[src/spm_pkg.sv]
// Shared types and constants for the spindle PWM command mapper.
// No dependencies.
package spm_pkg;

	localparam int SPEED_W = 16;
	localparam int FREQ_W = 16;
	localparam int DUTY_W = 17;
	localparam int PER_W = 16;
	localparam int NUM_W = 27;
	localparam int DUTY_QW = 17;
	localparam int N_CELLS = NUM_W;
	localparam int DUTY_FIRST = NUM_W - DUTY_QW;
	localparam int PROD_W = SPEED_W + DUTY_W;
	localparam int CPU_CLOCK_HZ_DEF = 32000000;
	localparam logic [DUTY_W-1:0] FULL_DUTY = 17'd65536;
	localparam logic [FREQ_W-1:0] FREQ_RESET = 16'd1000;

	localparam int IN_W = 24;
	localparam int OUT_W = 40;
	localparam int CFG_W = 17;
	localparam int IDX_W = 3;

	typedef enum logic [IDX_W-1:0] {
		REG_PWM_FREQ = 3'd0,
		REG_MIN_RPM = 3'd1,
		REG_MAX_RPM = 3'd2,
		REG_DUTY_LO = 3'd3,
		REG_DUTY_HI = 3'd4,
		REG_DIR_REV = 3'd5,
		REG_EN_LOW = 3'd6,
		REG_PWM_LOW = 3'd7
	} reg_idx_t;

	typedef enum logic [2:0] {
		CSEL_OFF = 3'd0,
		CSEL_DIV1 = 3'd1,
		CSEL_DIV2 = 3'd2,
		CSEL_DIV4 = 3'd3,
		CSEL_DIV8 = 3'd4,
		CSEL_DIV64 = 3'd5
	} csel_t;

	localparam logic [1:0] MODE_OFF = 2'd0;
	localparam logic [1:0] MODE_CW = 2'd1;

	typedef struct packed {
		logic [FREQ_W-1:0] pwm_freq_hz;
		logic [SPEED_W-1:0] min_rpm;
		logic [SPEED_W-1:0] max_rpm;
		logic [DUTY_W-1:0] duty_lo;
		logic [DUTY_W-1:0] duty_hi;
		logic dir_reverse;
		logic enable_active_low;
		logic pwm_active_low;
	} cfg_t;

	typedef struct packed {
		logic active;
		logic force_high;
		logic degen;
		logic down;
		logic [DUTY_W-1:0] duty_lo;
		logic [DUTY_W-1:0] duty_hi;
		logic dir_pin;
		logic enable_inv;
		logic pwm_inv;
	} side_t;

	typedef struct packed {
		logic [PER_W-1:0] prem;
		logic [NUM_W-1:0] pnum;
		logic [FREQ_W-1:0] freq;
		logic [SPEED_W-1:0] drem;
		logic [DUTY_QW-1:0] dnum;
		logic [SPEED_W-1:0] range;
		side_t side;
	} cell_t;

endpackage

[src/spm_div_cell.sv]
// One restoring-division cell: a period quotient bit and optionally a duty quotient bit.
// Depends on spm_pkg.
module spm_div_cell import spm_pkg::*; #(
	parameter bit DO_DUTY = 1'b1
) (
	input logic clk,
	input logic arst_n,
	input logic en,
	input logic in_valid,
	input cell_t in_cell,
	output logic out_valid,
	output cell_t out_cell
);

	cell_t nxt;
	logic [PER_W:0] pt;
	logic [SPEED_W:0] dt;
	logic pge, dge;

	always_comb begin
		nxt = in_cell;
		pt = {in_cell.prem, in_cell.pnum[NUM_W-1]};
		pge = pt >= {1'b0, in_cell.freq};
		nxt.prem = pge ? PER_W'(pt - {1'b0, in_cell.freq}) : pt[PER_W-1:0];
		nxt.pnum = {in_cell.pnum[NUM_W-2:0], pge};
		dt = {in_cell.drem, in_cell.dnum[DUTY_QW-1]};
		dge = dt >= {1'b0, in_cell.range};
		if (DO_DUTY) begin
			nxt.drem = dge ? SPEED_W'(dt - {1'b0, in_cell.range}) : dt[SPEED_W-1:0];
			nxt.dnum = {in_cell.dnum[DUTY_QW-2:0], dge};
		end
	end

	always_ff @(posedge clk or negedge arst_n) begin
		if (!arst_n) out_valid <= 1'b0;
		else if (en) out_valid <= in_valid;
	end

	always_ff @(posedge clk) begin
		if (en) out_cell <= nxt;
	end

endmodule

[config.mk]
export PLATFORM = sky130hd
export DESIGN_NAME = spm_div_cell
export DESIGN_NICKNAME = d
export VERILOG_FILES = /design/src/spm_pkg.sv /design/src/spm_div_cell.sv
export SDC_FILE = /design/constraint.sdc
export NUM_CORES = 1
export LEC_CHECK = 0
export ABC_AREA = 1
export BUFFER_PORTS_ARGS = -buffer_cell sky130_fd_sc_hd__buf_4
export CELL_PAD_IN_SITES_DETAIL_PLACEMENT = 1
export CELL_PAD_IN_SITES_GLOBAL_PLACEMENT = 2
export CORE_ASPECT_RATIO = 1.1
export CORE_MARGIN = 2
export CORE_UTILIZATION = 28
export DETAILED_ROUTE_END_ITERATION = 6
export PLACE_DENSITY_LB_ADDON = 0.08
export SKIP_LAST_GASP = 1
export SYNTH_ARGS = -nofsm -noshare
export SYNTH_HDL_FRONTEND = slang
export SYNTH_SLANG_ARGS = --single-unit
[constraint.sdc]
create_clock -name clk -period 0.8 [get_ports clk]
set_clock_uncertainty 0.05 [all_clocks]
set_input_delay 0.16 -clock clk [delete_from_list [all_inputs] [get_ports clk]]
set_output_delay 0.16 -clock clk [all_outputs]
set_load 0.05 [all_outputs]
==> flow_summary.yaml <==
synth:
  synth.largest_area_cell: "edfxtp_1"
  yosys_warns: 0
  asyncSetResetFlopFracSynth_pct: 0.6667
  synthesis.nets: 900
  most_frequently_used_flop_master_after_synthesis: "edfxtp_1"
  synth.yosys.seq_area_share_pct: 61.48
  flip_flop_and_latch_count_after_synthesis: 150
  synthTopCellsByArea: "edfxtp_1, nand2_1, inv_1, ha_1, nand3_1"
  mean_area_per_synthesized_cell_sq_um: 10.26
  count_of_flip_flops_with_a_built_in_enable_after_synthesis: 149
  netlist_area_before_placement_sq_um: 7318
  unique_cell_type_count_in_the_yosys_netlist: 29
  synth_cells: 713
  synth.top_cell.area_share_pct: 61.14
global_routing:
  gr-total-overflow: 0
  pin_count_of_the_biggest_net_entering_global_routing: 20
  grt_first_pass_wirelength_um: 45220
  global_route.usage.total_pct: 22.39
  number_of_antenna_violations_at_the_first_check_in_global_routing: 0
  grt_pass1_vias: 7825
cts:
  tritoncts: "done"
  maximum_buffer_depth_of_the_clock_tree: 2
  clockRootBuffer: "clkbuf_16"
  cts_inserted_buffers: 17
  htreeDepth: 4
  clock-sinks: 150
  clk_pin_slew_ns: 0.06
  clk-insertion-delay-late_ns: 0.43
die:
  num_io_pins: 303
  floorplan.initialDensity_pct: 28.25
  core-area_sq_um: 25910
  area_enclosed_by_the_die_boundary_sq_um: 27450
  core.rowCount: 62
  overall_die_width_um: 158.1
  die_height_um: 173.6
sta:
  timing.final.ws_setup_ns: -0.6213
  period_minus_slack_ns: 1.421
  maxSlewViolCount: 0
  final-hold-violation-count: 1
  finalSetupViolCount: 185
  remaining_max_slew_budget_at_the_tightest_pin_pct: 78.57
  rsz0062_at_grt: "true"
  layout_worst_path_cycle_share_pct: 177.7
  fin_worst_hold_slack_ns: -0.005792
  clock.fmax_ghz: 0.7036
  slew_at_the_pin_with_the_worst_max_slew_slack_ns: 0.3207
layout:
  final_net_count: 1495
  drive_above_1_share_pct: 52.99
  areaGrowthSynthToFinish_pct: 103.1
  postLayoutCoreUtil_pct: 57.38
  insertedDiodeCount: 0
  fin_area_sq_um: 14870
critical_path:
  critPathLaunchType: "input port"
  worst_ep_arrival_time_ns: 1.55
  setup.worst_path.end_class: "flop"
  critical_path_required_ns: 0.93
  critical_path_peak_fanout: 8
  critPathKind: "input port to flop"
placement:
  placed_area_sq_um: 11500
  detailed_place_hpwl_um: 21460
  port-buffer-count: 302
  place.gp.congestion: 0.8391
power:
  power.leakage_nw: 6.859
  powerDensity_nw_per_um2: 1849
  ir_drop_worst_case_vdd_v: 0.001187
run_status:
  failed_checks: "hold timing, setup timing"
  outcome: "finished, violations left"
drt:
  drt-wirelength-per-cell_um: 18.79
  drtAntennaViolNets: 0
  drt-vias-per-instance: 4.381
  route.vias.total: 7330
  postRouteWirelength_um: 31430
  drt_drc_violations_left: 0
  detail_route.iter0.violations: 207
  dr.pass1.iters: 6
min_path:
  worstHoldPathType: "input port to flop"
flow_run:
  number_of_maximum_capacitance_constraint_violations: 0
sequential cells by signal (all words and copies together) (netlist names):
signal	flops
out_cell	149
out_valid	1
worst max-delay path: stages:
cell      delay, ns
buf_4          0.11
inv_1          0.08
ha_4           0.23
nand2_1        0.07
nand2_1        0.10
inv_2          0.08
a21boi_2       0.07
nor2_4         0.29
nand2_4        0.19
nand2_1        0.11
nand2_1        0.06
placed cells by master (no fill, tap or decap), drive strengths merged, types with 10 or more instances in the layout:
master         n
a21oi         18
xor2          10
nor2          24
clkbuf        20
buf          458
ha            32
nand2        257
edfxtp       149
inv          134
dlygate4sd3  119
nand3         60
area by class of cell:
class | instances | area [sq um]
multi-input cells | 430 | 3201
clock buffers | 18 | 429.2
flip-flops and latches | 150 | 4501
fillers | 2828 | 11040
inverters | 130 | 540.5
well taps | 352 | 440.4
repair buffers | 579 | 5632
clock inverters | 14 | 123.9
synth_stat cells (5+ instances only):
cell / instances
a21oi_1: 18
nor2_2: 5
inv_2: 6
ha_1: 32
nor2_1: 15
xor2_1: 10
nand2_2: 7
nand2_1: 245
inv_1: 124
nand4_1: 8
nand3_1: 54
edfxtp_1: 149
path summary, 6_finish.rpt:
check | slack, ns | start | to | cells past startpoint
min in group asynchronous | 0.51 | arst_n | out_valid | 3
worst min-delay path | -0.006 | in_cell[77] | out_cell[78] | 3
worst max register to register | -0.02 | out_valid | out_valid | 1
max in group asynchronous | 0.08 | arst_n | out_valid | 3
worst max-delay path | -0.62 | in_cell[102] | out_cell[136] | 11
worst min register to register | 0.48 | out_valid | out_valid | 1
logic make-up (layout without fill, tap and decap cells):
group	count (synthesis)	count (layout)	synth area share (%)
AO/OA/AOI/OAI	24	24	1.949
XOR/XNOR	12	12	1.436
adder cells (fa/ha/maj)	34	34	6.018
buffers and inverters	136	741	7.386
flip-flops	150	150	61.48
multiplexers	1	1	0.1539
AND/OR/NAND/NOR	356	359	21.58
metrics by stage:
stage          hold slack, ns  setup WS [ns]  setup TNS, ns  cells  total power, mW
4_1_cts               -0.1414        -0.5815         -80.38   1639            26.95
3_3_place_gp          -0.1134         -1.071         -53.91   1477            17.76
5_1_grt             -0.001614        -0.6668         -87.14   1673            28.57
2_1_floorplan         -0.1856        -0.7726         -26.09    713            14.49
3_5_place_dp          -0.1112         -1.099         -55.07   1477            17.88
6_report            -0.005792        -0.6213         -79.43   1673            27.49
metal layers:
layer  GRT usage, %  wire, um
met5              0         0
met4          6.907       883
met3          3.850      1176
met2          43.28     17950
met1          24.37     11420
what timing repair did:
action                     in CTS  in global routing
gates cloned                    1                  4
hold buffers                  117                  2
setup endpoints to repair     185                185
gates resized for setup       195                116
pin swaps                      30                 46
hold endpoints to repair      121                  4
buffers inserted               12                 28
report_power, final:
group	leakage [nW]	total [mW]	internal, mW	switching [mW]
combinational	5.12	9.73	4.24	5.48
clock	0.272	7.86	4.31	3.55
sequential	1.47	9.90	9.53	0.373
No activity file was read; power rests on OpenSTA's default activity.
