--- src/spm_pkg.sv ---
// Shared types and constants for the spindle PWM command mapper.
// No dependencies.
package spm_pkg;

	localparam int SPEED_W = 16;
	localparam int FREQ_W = 16;
	localparam int DUTY_W = 17;
	localparam int PER_W = 16;
	localparam int NUM_W = 27;
	localparam int DUTY_QW = 17;
	localparam int N_CELLS = NUM_W;
	localparam int DUTY_FIRST = NUM_W - DUTY_QW;
	localparam int PROD_W = SPEED_W + DUTY_W;
	localparam int CPU_CLOCK_HZ_DEF = 32000000;
	localparam logic [DUTY_W-1:0] FULL_DUTY = 17'd65536;
	localparam logic [FREQ_W-1:0] FREQ_RESET = 16'd1000;

	localparam int IN_W = 24;
	localparam int OUT_W = 40;
	localparam int CFG_W = 17;
	localparam int IDX_W = 3;

	typedef enum logic [IDX_W-1:0] {
		REG_PWM_FREQ = 3'd0,
		REG_MIN_RPM = 3'd1,
		REG_MAX_RPM = 3'd2,
		REG_DUTY_LO = 3'd3,
		REG_DUTY_HI = 3'd4,
		REG_DIR_REV = 3'd5,
		REG_EN_LOW = 3'd6,
		REG_PWM_LOW = 3'd7
	} reg_idx_t;

	typedef enum logic [2:0] {
		CSEL_OFF = 3'd0,
		CSEL_DIV1 = 3'd1,
		CSEL_DIV2 = 3'd2,
		CSEL_DIV4 = 3'd3,
		CSEL_DIV8 = 3'd4,
		CSEL_DIV64 = 3'd5
	} csel_t;

	localparam logic [1:0] MODE_OFF = 2'd0;
	localparam logic [1:0] MODE_CW = 2'd1;

	typedef struct packed {
		logic [FREQ_W-1:0] pwm_freq_hz;
		logic [SPEED_W-1:0] min_rpm;
		logic [SPEED_W-1:0] max_rpm;
		logic [DUTY_W-1:0] duty_lo;
		logic [DUTY_W-1:0] duty_hi;
		logic dir_reverse;
		logic enable_active_low;
		logic pwm_active_low;
	} cfg_t;

	typedef struct packed {
		logic active;
		logic force_high;
		logic degen;
		logic down;
		logic [DUTY_W-1:0] duty_lo;
		logic [DUTY_W-1:0] duty_hi;
		logic dir_pin;
		logic enable_inv;
		logic pwm_inv;
	} side_t;

	typedef struct packed {
		logic [PER_W-1:0] prem;
		logic [NUM_W-1:0] pnum;
		logic [FREQ_W-1:0] freq;
		logic [SPEED_W-1:0] drem;
		logic [DUTY_QW-1:0] dnum;
		logic [SPEED_W-1:0] range;
		side_t side;
	} cell_t;

endpackage

--- src/spm_back.sv ---
// Prescaler pick, duty finish, compare product and output register.
// Depends on spm_pkg.
module spm_back import spm_pkg::*; (
	input logic clk,
	input logic arst_n,
	input logic en,
	input logic in_valid,
	input cell_t in_cell,
	output logic out_valid,
	output logic [OUT_W-1:0] out_data
);

	logic valid_e1;
	csel_t csel_e1;
	logic [PER_W-1:0] per_e1;
	logic [DUTY_W-1:0] duty_e1;
	logic force_e1, dir_e1, eninv_e1, pwminv_e1;

	csel_t csel;
	logic [PER_W-1:0] per;
	logic [DUTY_W-1:0] duty;
	logic [NUM_W-1:0] q, q2, q4, q8, q64;
	logic [PROD_W-1:0] prod;
	logic [PER_W-1:0] cmp;
	logic running;
	side_t sd;

	always_comb begin
		sd = in_cell.side;
		q = in_cell.pnum;
		q2 = q >> 1;
		q4 = q >> 2;
		q8 = q >> 3;
		q64 = q >> 6;
		csel = CSEL_OFF;
		per = '0;
		if (!sd.active || sd.force_high || in_cell.freq == '0) begin
			csel = CSEL_OFF;
		end else if (q[NUM_W-1:PER_W] == '0) begin
			csel = CSEL_DIV1;
			per = q[PER_W-1:0];
		end else if (q2[NUM_W-1:PER_W] == '0) begin
			csel = CSEL_DIV2;
			per = q2[PER_W-1:0];
		end else if (q4[NUM_W-1:PER_W] == '0) begin
			csel = CSEL_DIV4;
			per = q4[PER_W-1:0];
		end else if (q8[NUM_W-1:PER_W] == '0) begin
			csel = CSEL_DIV8;
			per = q8[PER_W-1:0];
		end else if (q64[NUM_W-1:PER_W] == '0) begin
			csel = CSEL_DIV64;
			per = q64[PER_W-1:0];
		end
		if (sd.degen) duty = sd.duty_hi;
		else if (sd.down) duty = DUTY_W'(sd.duty_lo - in_cell.dnum);
		else duty = DUTY_W'(sd.duty_lo + in_cell.dnum);
		prod = PROD_W'(per_e1) * PROD_W'(duty_e1);
		cmp = (prod[PROD_W-1:PER_W+PER_W] != '0) ? '1 : prod[PER_W+PER_W-1:PER_W];
		running = (csel_e1 != CSEL_OFF) || force_e1;
	end

	always_ff @(posedge clk or negedge arst_n) begin
		if (!arst_n) begin
			valid_e1 <= 1'b0;
			out_valid <= 1'b0;
		end else if (en) begin
			valid_e1 <= in_valid;
			out_valid <= valid_e1;
		end
	end

	always_ff @(posedge clk) begin
		if (en) begin
			csel_e1 <= csel;
			per_e1 <= per;
			duty_e1 <= duty;
			force_e1 <= sd.force_high;
			dir_e1 <= sd.dir_pin;
			eninv_e1 <= sd.enable_inv;
			pwminv_e1 <= sd.pwm_inv;
			out_data <= {1'b0, dir_e1, running ^ eninv_e1, pwminv_e1, force_e1,
				cmp, per_e1, csel_e1};
		end
	end

endmodule

--- config.mk ---
export PLATFORM = sky130hd
export DESIGN_NAME = spm_back
export DESIGN_NICKNAME = d
export VERILOG_FILES = /design/src/spm_pkg.sv /design/src/spm_back.sv
export SDC_FILE = /design/constraint.sdc
export NUM_CORES = 1
export LEC_CHECK = 0
export BUFFER_PORTS_ARGS = -buffer_cell sky130_fd_sc_hd__clkbuf_2
export CAP_MARGIN = 40
export CORE_UTILIZATION = 60
export CTS_BUF_LIST = sky130_fd_sc_hd__clkbuf_8
export DETAILED_ROUTE_END_ITERATION = 10
export PLACE_DENSITY = 0.83
export SYNTH_ARGS = -nofsm -noshare
export SYNTH_HDL_FRONTEND = slang
export SYNTH_SLANG_ARGS = --single-unit
--- constraint.sdc ---
create_clock -name clk -period 17.81 [get_ports clk]
set_input_delay 1.781 -clock clk [delete_from_list [all_inputs] [get_ports clk]]
set_output_delay 1.781 -clock clk [all_outputs]
set_load 0.05 [all_outputs]
==> key figures, run 1 <==
Outcome
  • Status: finished clean

STA
  • RSZ-0062 raised after global routing: no
  • Achievable frequency: approximately 0.14 GHz
  • Tmin final: between 6000 and 7000 ps
  • Final setup violation count: 0
  • Period utilisation layout: 38.9%
  • Setup Skew: 18.3 ps
  • Slew HR: 38.8%
  • Worst Max-Slew Pin Slew: a little over 900 ps
  • Final Hold Violating Endpoints: 0
  • Max-slew violations: 0
  • TNS Setup: 0 ps

Synth
  • Ranking of synthesized cells by area: fa_1 32%, edfxtp_1 18%, ha_1 11%
  • Cells after synthesis: roughly 1400
  • Synthesized area per cell: just over 9 µm²
  • Area leader, netlist: fa_1
  • Post-Synth Adder-Cell Area: ~43%
  • Main flop type after synthesis: edfxtp_1
  • FFs w/ async S/R, synth: approximately 2.5%
  • Post-synth top area share: roughly a third
  • Post-synth EDFFs: approximately 80
  • Yosys warnings: 0
  • Multiplexer share of the synthesized area: under 10%
  • Synth unique cells: 64
  • Post-synthesis xor/xnor area fraction: under 10%
  • Largest family of logic cells by synthesized area: adder cells
  • Syn nets: about 1900
  • Seq/Total Area, Yosys: ~18%
  • Seq cells post-synth: 81
  • Most frequent cell after synthesis: inv_1
  • Post-Syn Area: ~0.013 mm²
  • Synth cell count leaders: 246 x inv_1, 208 x fa_1, 201 x nand2_1
  • Compound-gate portion of the synthesized area: 9.00%
  • Simple-gate share of the synthesized area: ~17%

Place
  • Gpl congestion: 0.922
  • I/O Buffers: 144
  • Detailed placer's ending HPWL: between 20 and 25 mm

Worst setup path
  • CP endpoint kind: flop
  • Crit path max fanout: 18
  • CP Class: flop to flop
  • Worst R2R Start: per_e1[1]$_SDFFCE_PP0P_
  • R2R depth: 19
  • Crit path DAT: 7040 ps
  • Slowest-stage cell, CP: edfxtp_1
  • Worst setup SP type: flop
  • Worst flop-to-flop path endpoint: out_data[23]$_SDFFCE_PP1P_
  • Cells along the critical path: nand2_1, fa_1, fa_1, fa_1, inv_1, fa_1, fa_1, inv_1, fa_1, inv_1, ha_1, and4_1, nand2_1, nand3b_1, a21oi_2, o41ai_4, mux2i_1, buf_4, o22ai_2
  • Critical path required time: ~18000 ps
  • Critical Path Most Common Cell: fa_1
  • Max stage delay on crit path: 850 ps
  • Reg-to-reg setup timing slack: between 10000 and 15000 ps

Clock tree
  • Clock slew at the register clock pins of the worst setup and hold paths: 100 ps
  • CTS tree: done
  • Hold buffers post-CTS: 0
  • Clock buffer depth: 2
  • CTS Buf Count: 9
  • Post-CTS Setup Repair Bufs: 0
  • H-tree Lvls: 3
  • Root buffer cell: clkbuf_8
  • Post_cts resized: 0
  • Clock Sinks: just over 80
  • Worst-skew pair later-pin latency: 390 ps

Global routing
  • Grt ovf: 0
  • Number of global-route vias before repair: ~11000
  • Overall routing resource usage: between 20% and 30%
  • Largest net degree at the start of global routing: 62
  • First-pass GRT wire length: roughly 50 mm
  • Initial antenna violation count: 1

Route
  • Antenna Nets Post-Route: 0
  • Via Count: 10300
  • Drt wl/cell: between 15 and 20 µm
  • DRT Wirelength: approximately 30 mm
  • DR DRC count: 0
  • 1st-iter DRT viols: around 600
  • First-pass DRT Iterations: 5
  • Vias per cell: around 5.7

Worst hold path
  • Worst Hold End: out_data[38]$_DFFE_PP_
  • Hold Path Class: flop to flop
  • Hold depth: 0
  • Hold path startpoint: dir_e1$_DFFE_PP_

Flow run
  • Maxcap violations: 0

Floorplan
  • Initial Util: roughly 62%
  • DIE AREA: 0.0226 mm²
  • DIE HEIGHT: approximately 150 µm
  • CORE AREA: roughly 0.021 mm²
  • Row count: between 50 and 60
  • I/O pin count: 194
  • DIE WIDTH: between 150 and 200 µm

Cells and area
  • Area of the multi-input gates: 0.00963 mm²
  • Layout cell share with drive strength beyond 1: between 10% and 20%
  • N_diodes: 0
  • # fillers: 1646
  • Register area: approximately 0.0024 mm²
  • NumNets Final: between 1500 and 2000
  • Area Growth Syn to Fin: 7.95%
  • Final Util: 67.0%
-- logic make-up (layout without fill, tap and decap cells) --
group                      Yosys count  in the layout
adders and majority gates          327            327
and+or+nand+nor                    470            470
muxes                               18             18
other                                1              1
buffers and inverters              305            409
DFF                                 81             81
AOI/OAI and AO/OA                  178            178
xor gates and xnor gates            37             37
-- placed cells by master, fill, tap and decap left out, types with 44 or more instances in the layout --
| cell type | netlist | layout |
|---|---|---|
| o21ai_0 | 44 | 44 |
| fa_1 | 208 | 208 |
| and2_1 | 125 | 125 |
| clkbuf_2 | 0 | 143 |
| edfxtp_1 | 79 | 79 |
| a21oi_1 | 57 | 57 |
| nor2_1 | 64 | 64 |
| ha_1 | 119 | 119 |
| nand2_1 | 201 | 201 |
| inv_1 | 246 | 246 |
-- stage by stage --
stage | setup slack (ps) | cells | hold WS (ps) | cell area [µm²]
detailed placement | 10960 | 1780 | 409 | 14100
global route | 10520 | 1796 | 458 | 14300
global placement | 11040 | 1779 | 403 | 14100
floorplan | 11690 | 1417 | 400 | 13200
finish | 10890 | 1796 | 434 | 14300
CTS | 10920 | 1796 | 432 | 14300
-- per-layer routing --
layer / up-vias / track usage, % / share of wire (%)
li1: 4723 / - / -
met1: 5113 / 34.1 / 39
met2: 395 / 51.8 / 52
met3: 85 / 3.91 / 5.8
met4: 0 / 12.7 / 3.4
met5: - / 0 / 0
-- worst max-delay path: cells and delay by family, from the launching register on --
kind | cells | cell delay, ps
adders and majority gates | 7 | 3400
DFF | 1 | 850
and+or+nand+nor | 4 | 780
AOI/OAI and AO/OA | 3 | 600
muxes | 1 | 540
buffers and inverters | 4 | 460
-- sequential cells by signal (all words and copies together) (netlist names) --
name       count
out_valid      1
per_e1        16
out_data      39
eninv_e1       1
pwminv_e1      1
csel_e1        3
force_e1       1
duty_e1       17
dir_e1         1
valid_e1       1
-- layout make-up --
| cell class | count | area share [%] |
|---|---|---|
| clock inverter | 7 | 0.412 |
| sequential | 81 | 17.0 |
| timing repair buffer | 147 | 5.37 |
| tap | 275 | 2.41 |
| inverter | 246 | 6.47 |
| multi-input combinational | 1031 | 67.5 |
| clock buffer | 9 | 0.868 |
-- how the worst max path moves through the flow --
stage,cells past startpoint,slack [ps],from,to
floorplan,21,11690,per_e1[7]$_SDFFCE_PP0P_,out_data[23]$_SDFFCE_PP1P_
global placement,20,11040,per_e1[10]$_SDFFCE_PP0P_,out_data[23]$_SDFFCE_PP1P_
detailed placement,21,10960,duty_e1[7]$_DFFE_PP_,out_data[23]$_SDFFCE_PP1P_
CTS,19,10920,per_e1[1]$_SDFFCE_PP0P_,out_data[23]$_SDFFCE_PP1P_
global route,19,10520,per_e1[3]$_SDFFCE_PP0P_,out_data[24]$_SDFFCE_PP1P_
finish,19,10890,per_e1[1]$_SDFFCE_PP0P_,out_data[23]$_SDFFCE_PP1P_
Power of run 1 is left out: the tool's default activity adds up to more than one toggle a clock period on the data nets, which glitch-free logic cannot reach.
==> run 2: changes to the inputs <==
clock period = 6.84 ns   (was 17.81 ns; I/O delays follow)
==> run 2 against run 1 <==
  * First-iteration DRC count increased by 13%
  * Critical path depth grew 1
  * Setup slack lost 11000 ps
  * Core utilization increased by 0.99 points
  * Clock skew is 6.4 ps higher
  * Via count is 0.28% higher
  * Wire length decreased by 0.38%
  * Die area did not move
  * Design area up 1.5%
  * Final cell count increased by 1.5%
  * Non-clock buffer count up 27
==> key figures, run 2 (synthesis results as in run 1) <==
Worst setup path
  • Crit path max fanout: 18 (unchanged)
  • Max stage delay on crit path: 690 ps (-160 ps)
  • Slowest-stage cell, CP: edfxtp_1
  • Cells along the critical path: and2_1, fa_1, inv_1, fa_1, fa_1, inv_1, fa_1, fa_1, inv_1, fa_1, inv_1, ha_1, a21oi_1, o21ai_0, a21oi_1, a21oi_2, o41ai_4, mux2i_1, buf_4, o22ai_2
  • Critical Path Most Common Cell: fa_1
  • CP Class: flop to flop
  • Crit path DAT: 6640 ps (-400 ps)
  • CP endpoint kind: flop
  • Critical path required time: 6940 ps (-10990 ps)
  • Worst setup SP type: flop

Global routing
  • Grt ovf: 0 (unchanged)
  • First-pass GRT wire length: 50.5 mm (+0.42%)
  • Largest net degree at the start of global routing: 59 (-4.8%)
  • Initial antenna violation count: 0 (-1)
  • Overall routing resource usage: 28.7% (-0.094 points)
  • Number of global-route vias before repair: 10800 (-0.65%)

Cells and area
  • Area Growth Syn to Fin: 9.55%
  • # fillers: 1581 (-3.9%)
  • Most frequent cells in the layout: 247 x inv_1, 208 x fa_1, 201 x nand2_1, 143 x clkbuf_2, 125 x and2_1
  • Number of flip-flops in the largest register: 39 (unchanged)
  • Final Util: 68.0% (+0.99 points)
  • Most common cell after layout, fill and taps aside: inv_1
  • Top Registers: out_data: 39 flops, duty_e1: 17 flops, per_e1: 16 flops
  • N_diodes: 0 (unchanged)
  • Layout cell share with drive strength beyond 1: 13.8% (+1.5 points)
  • Reg with most FFs: out_data
  • NumNets Final: 2023 (+1.4%)

Route
  • Via Count: 10300 (+0.28%)
  • DR DRC count: 0 (unchanged)
  • Drt wl/cell: 16.2 µm (-1.9%)
  • DRT Wirelength: 29.6 mm (-0.38%)
  • 1st-iter DRT viols: 687 (+13%)
  • Vias per cell: 5.67 (-1.2%)
  • Antenna Nets Post-Route: 0 (unchanged)
  • First-pass DRT Iterations: 5 (unchanged)

Floorplan
  • CORE AREA: 0.0213 mm² (unchanged)
  • Initial Util: 62.1% (unchanged)
  • I/O pin count: 194 (unchanged)
  • DIE HEIGHT: 150 µm (unchanged)
  • DIE WIDTH: 150 µm (unchanged)
  • DIE AREA: 0.0226 mm² (unchanged)
  • Row count: 53 (unchanged)

Clock tree
  • CTS tree: done
  • Clock buffer depth: 2 (unchanged)
  • CTS Buf Count: 9 (unchanged)
  • Clock Sinks: 81 (unchanged)
  • Root buffer cell: clkbuf_8
  • Clock slew at the register clock pins of the worst setup and hold paths: 110 ps (about the same)
  • Worst-skew pair later-pin latency: 380 ps (about the same)
  • Post_cts resized: 0 (unchanged)
  • H-tree Lvls: 3 (unchanged)

Place
  • I/O Buffers: 144 (unchanged)
  • DP Worst Slack: 363 ps (-10600 ps)
  • Gpl congestion: 0.925 (+0.30%)
  • Detailed placer's ending HPWL: 23.5 mm (+1.2%)

STA
  • Setup Skew: 24.7 ps (+6.35 ps)
  • Final Hold Violating Endpoints: 0 (unchanged)
  • Worst Max-Slew Pin Slew: 895 ps (-23.4 ps)
  • RSZ-0062 raised after global routing: no
  • Final setup violation count: 0 (unchanged)
  • Period utilisation layout: 95.6% (+57 points)
  • Worst setup margin: 303 ps (-10590 ps)
  • Max-slew violations: 0 (unchanged)
  • TNS Setup: 0 ps (unchanged)
  • Achievable frequency: 0.153 GHz (+5.9%)
  • Slew HR: 40.3% (+1.6 points)
  • Tmin final: 6540 ps (-382 ps)

Flow run
  • Maxcap violations: 0 (unchanged)

Worst hold path
  • Hold Path Class: primary input to asynchronous set/reset pin

Outcome
  • Status: finished clean
==> run 2: changes by cell type in the layout (fill, tap and decap cells not counted) <==
cell	delta
buf_12	+1
buf_4	+26
clkinv_1	-1
clkinv_4	-2
clkinvlp_4	+3
inv_1	+1
inv_6	-1
==> run 2: final cells by class <==
class / count / area [µm²] / share of cell area [%]
Multi-Input combinational cell: 1031 / 9630 / 66.5
Timing Repair Buffer: 174 / 981 / 6.78
Tap cell: 275 / 344 / 2.38
Clock inverter: 7 / 55.1 / 0.380
Sequential cell: 81 / 2420 / 16.7
Inverter: 246 / 923 / 6.38
Clock buffer: 9 / 124 / 0.856
==> run 2: final timing paths <==
kind / startpoint / endpoint / slack (ps) / depth (start not counted)
min: arst_n / valid_e1$_DFFE_PN0P_ / 60 / 1
min in group clk: pwminv_e1$_DFFE_PP_ / out_data[36]$_DFFE_PP_ / 440 / 0
min reg2reg: pwminv_e1$_DFFE_PP_ / out_data[36]$_DFFE_PP_ / 440 / 0
max in group asynchronous: arst_n / out_valid$_DFFE_PN0P_ / 6680 / 1
max: per_e1[4]$_SDFFCE_PP0P_ / out_data[23]$_SDFFCE_PP1P_ / 300 / 20
max reg2reg: per_e1[4]$_SDFFCE_PP0P_ / out_data[23]$_SDFFCE_PP1P_ / 300 / 20
==> run 2: per-layer routing <==
layer	up-vias	wire length [µm]	track usage, %
met5	-	0	0
met4	0	918	10.8
met3	72	1690	3.64
met2	392	15100	50.5
met1	5107	11900	35.9
li1	4774	-	-
==> run 2: metrics by stage <==
| stage | cell area (µm²) | hold WS [ps] | instances |
|---|---|---|---|
| global placement | 14200 | 402 | 1801 |
| finish | 14500 | 63.3 | 1823 |
| CTS | 14400 | 52.2 | 1818 |
| detailed placement | 14200 | 410 | 1802 |
| floorplan | 13200 | 388 | 1417 |
| global route | 14500 | 50.4 | 1823 |
==> run 2: timing repair <==
action                                  4_1_cts  5_1_grt
setup buffers                                 0        5
hold buffers                                  0        0
endpoints found under the setup margin        0        2
==> run 2: critical path: cells and delay by family (launching register included) <==
| kind | cells | cell delay, ps |
|---|---|---|
| fa+ha+maj | 7 | 3270 |
| simple gates | 1 | 310 |
| buf+inv | 5 | 430 |
| mux | 1 | 290 |
| compound gates | 6 | 1260 |
| flops | 1 | 690 |
Power of run 2 is left out for the same reason.
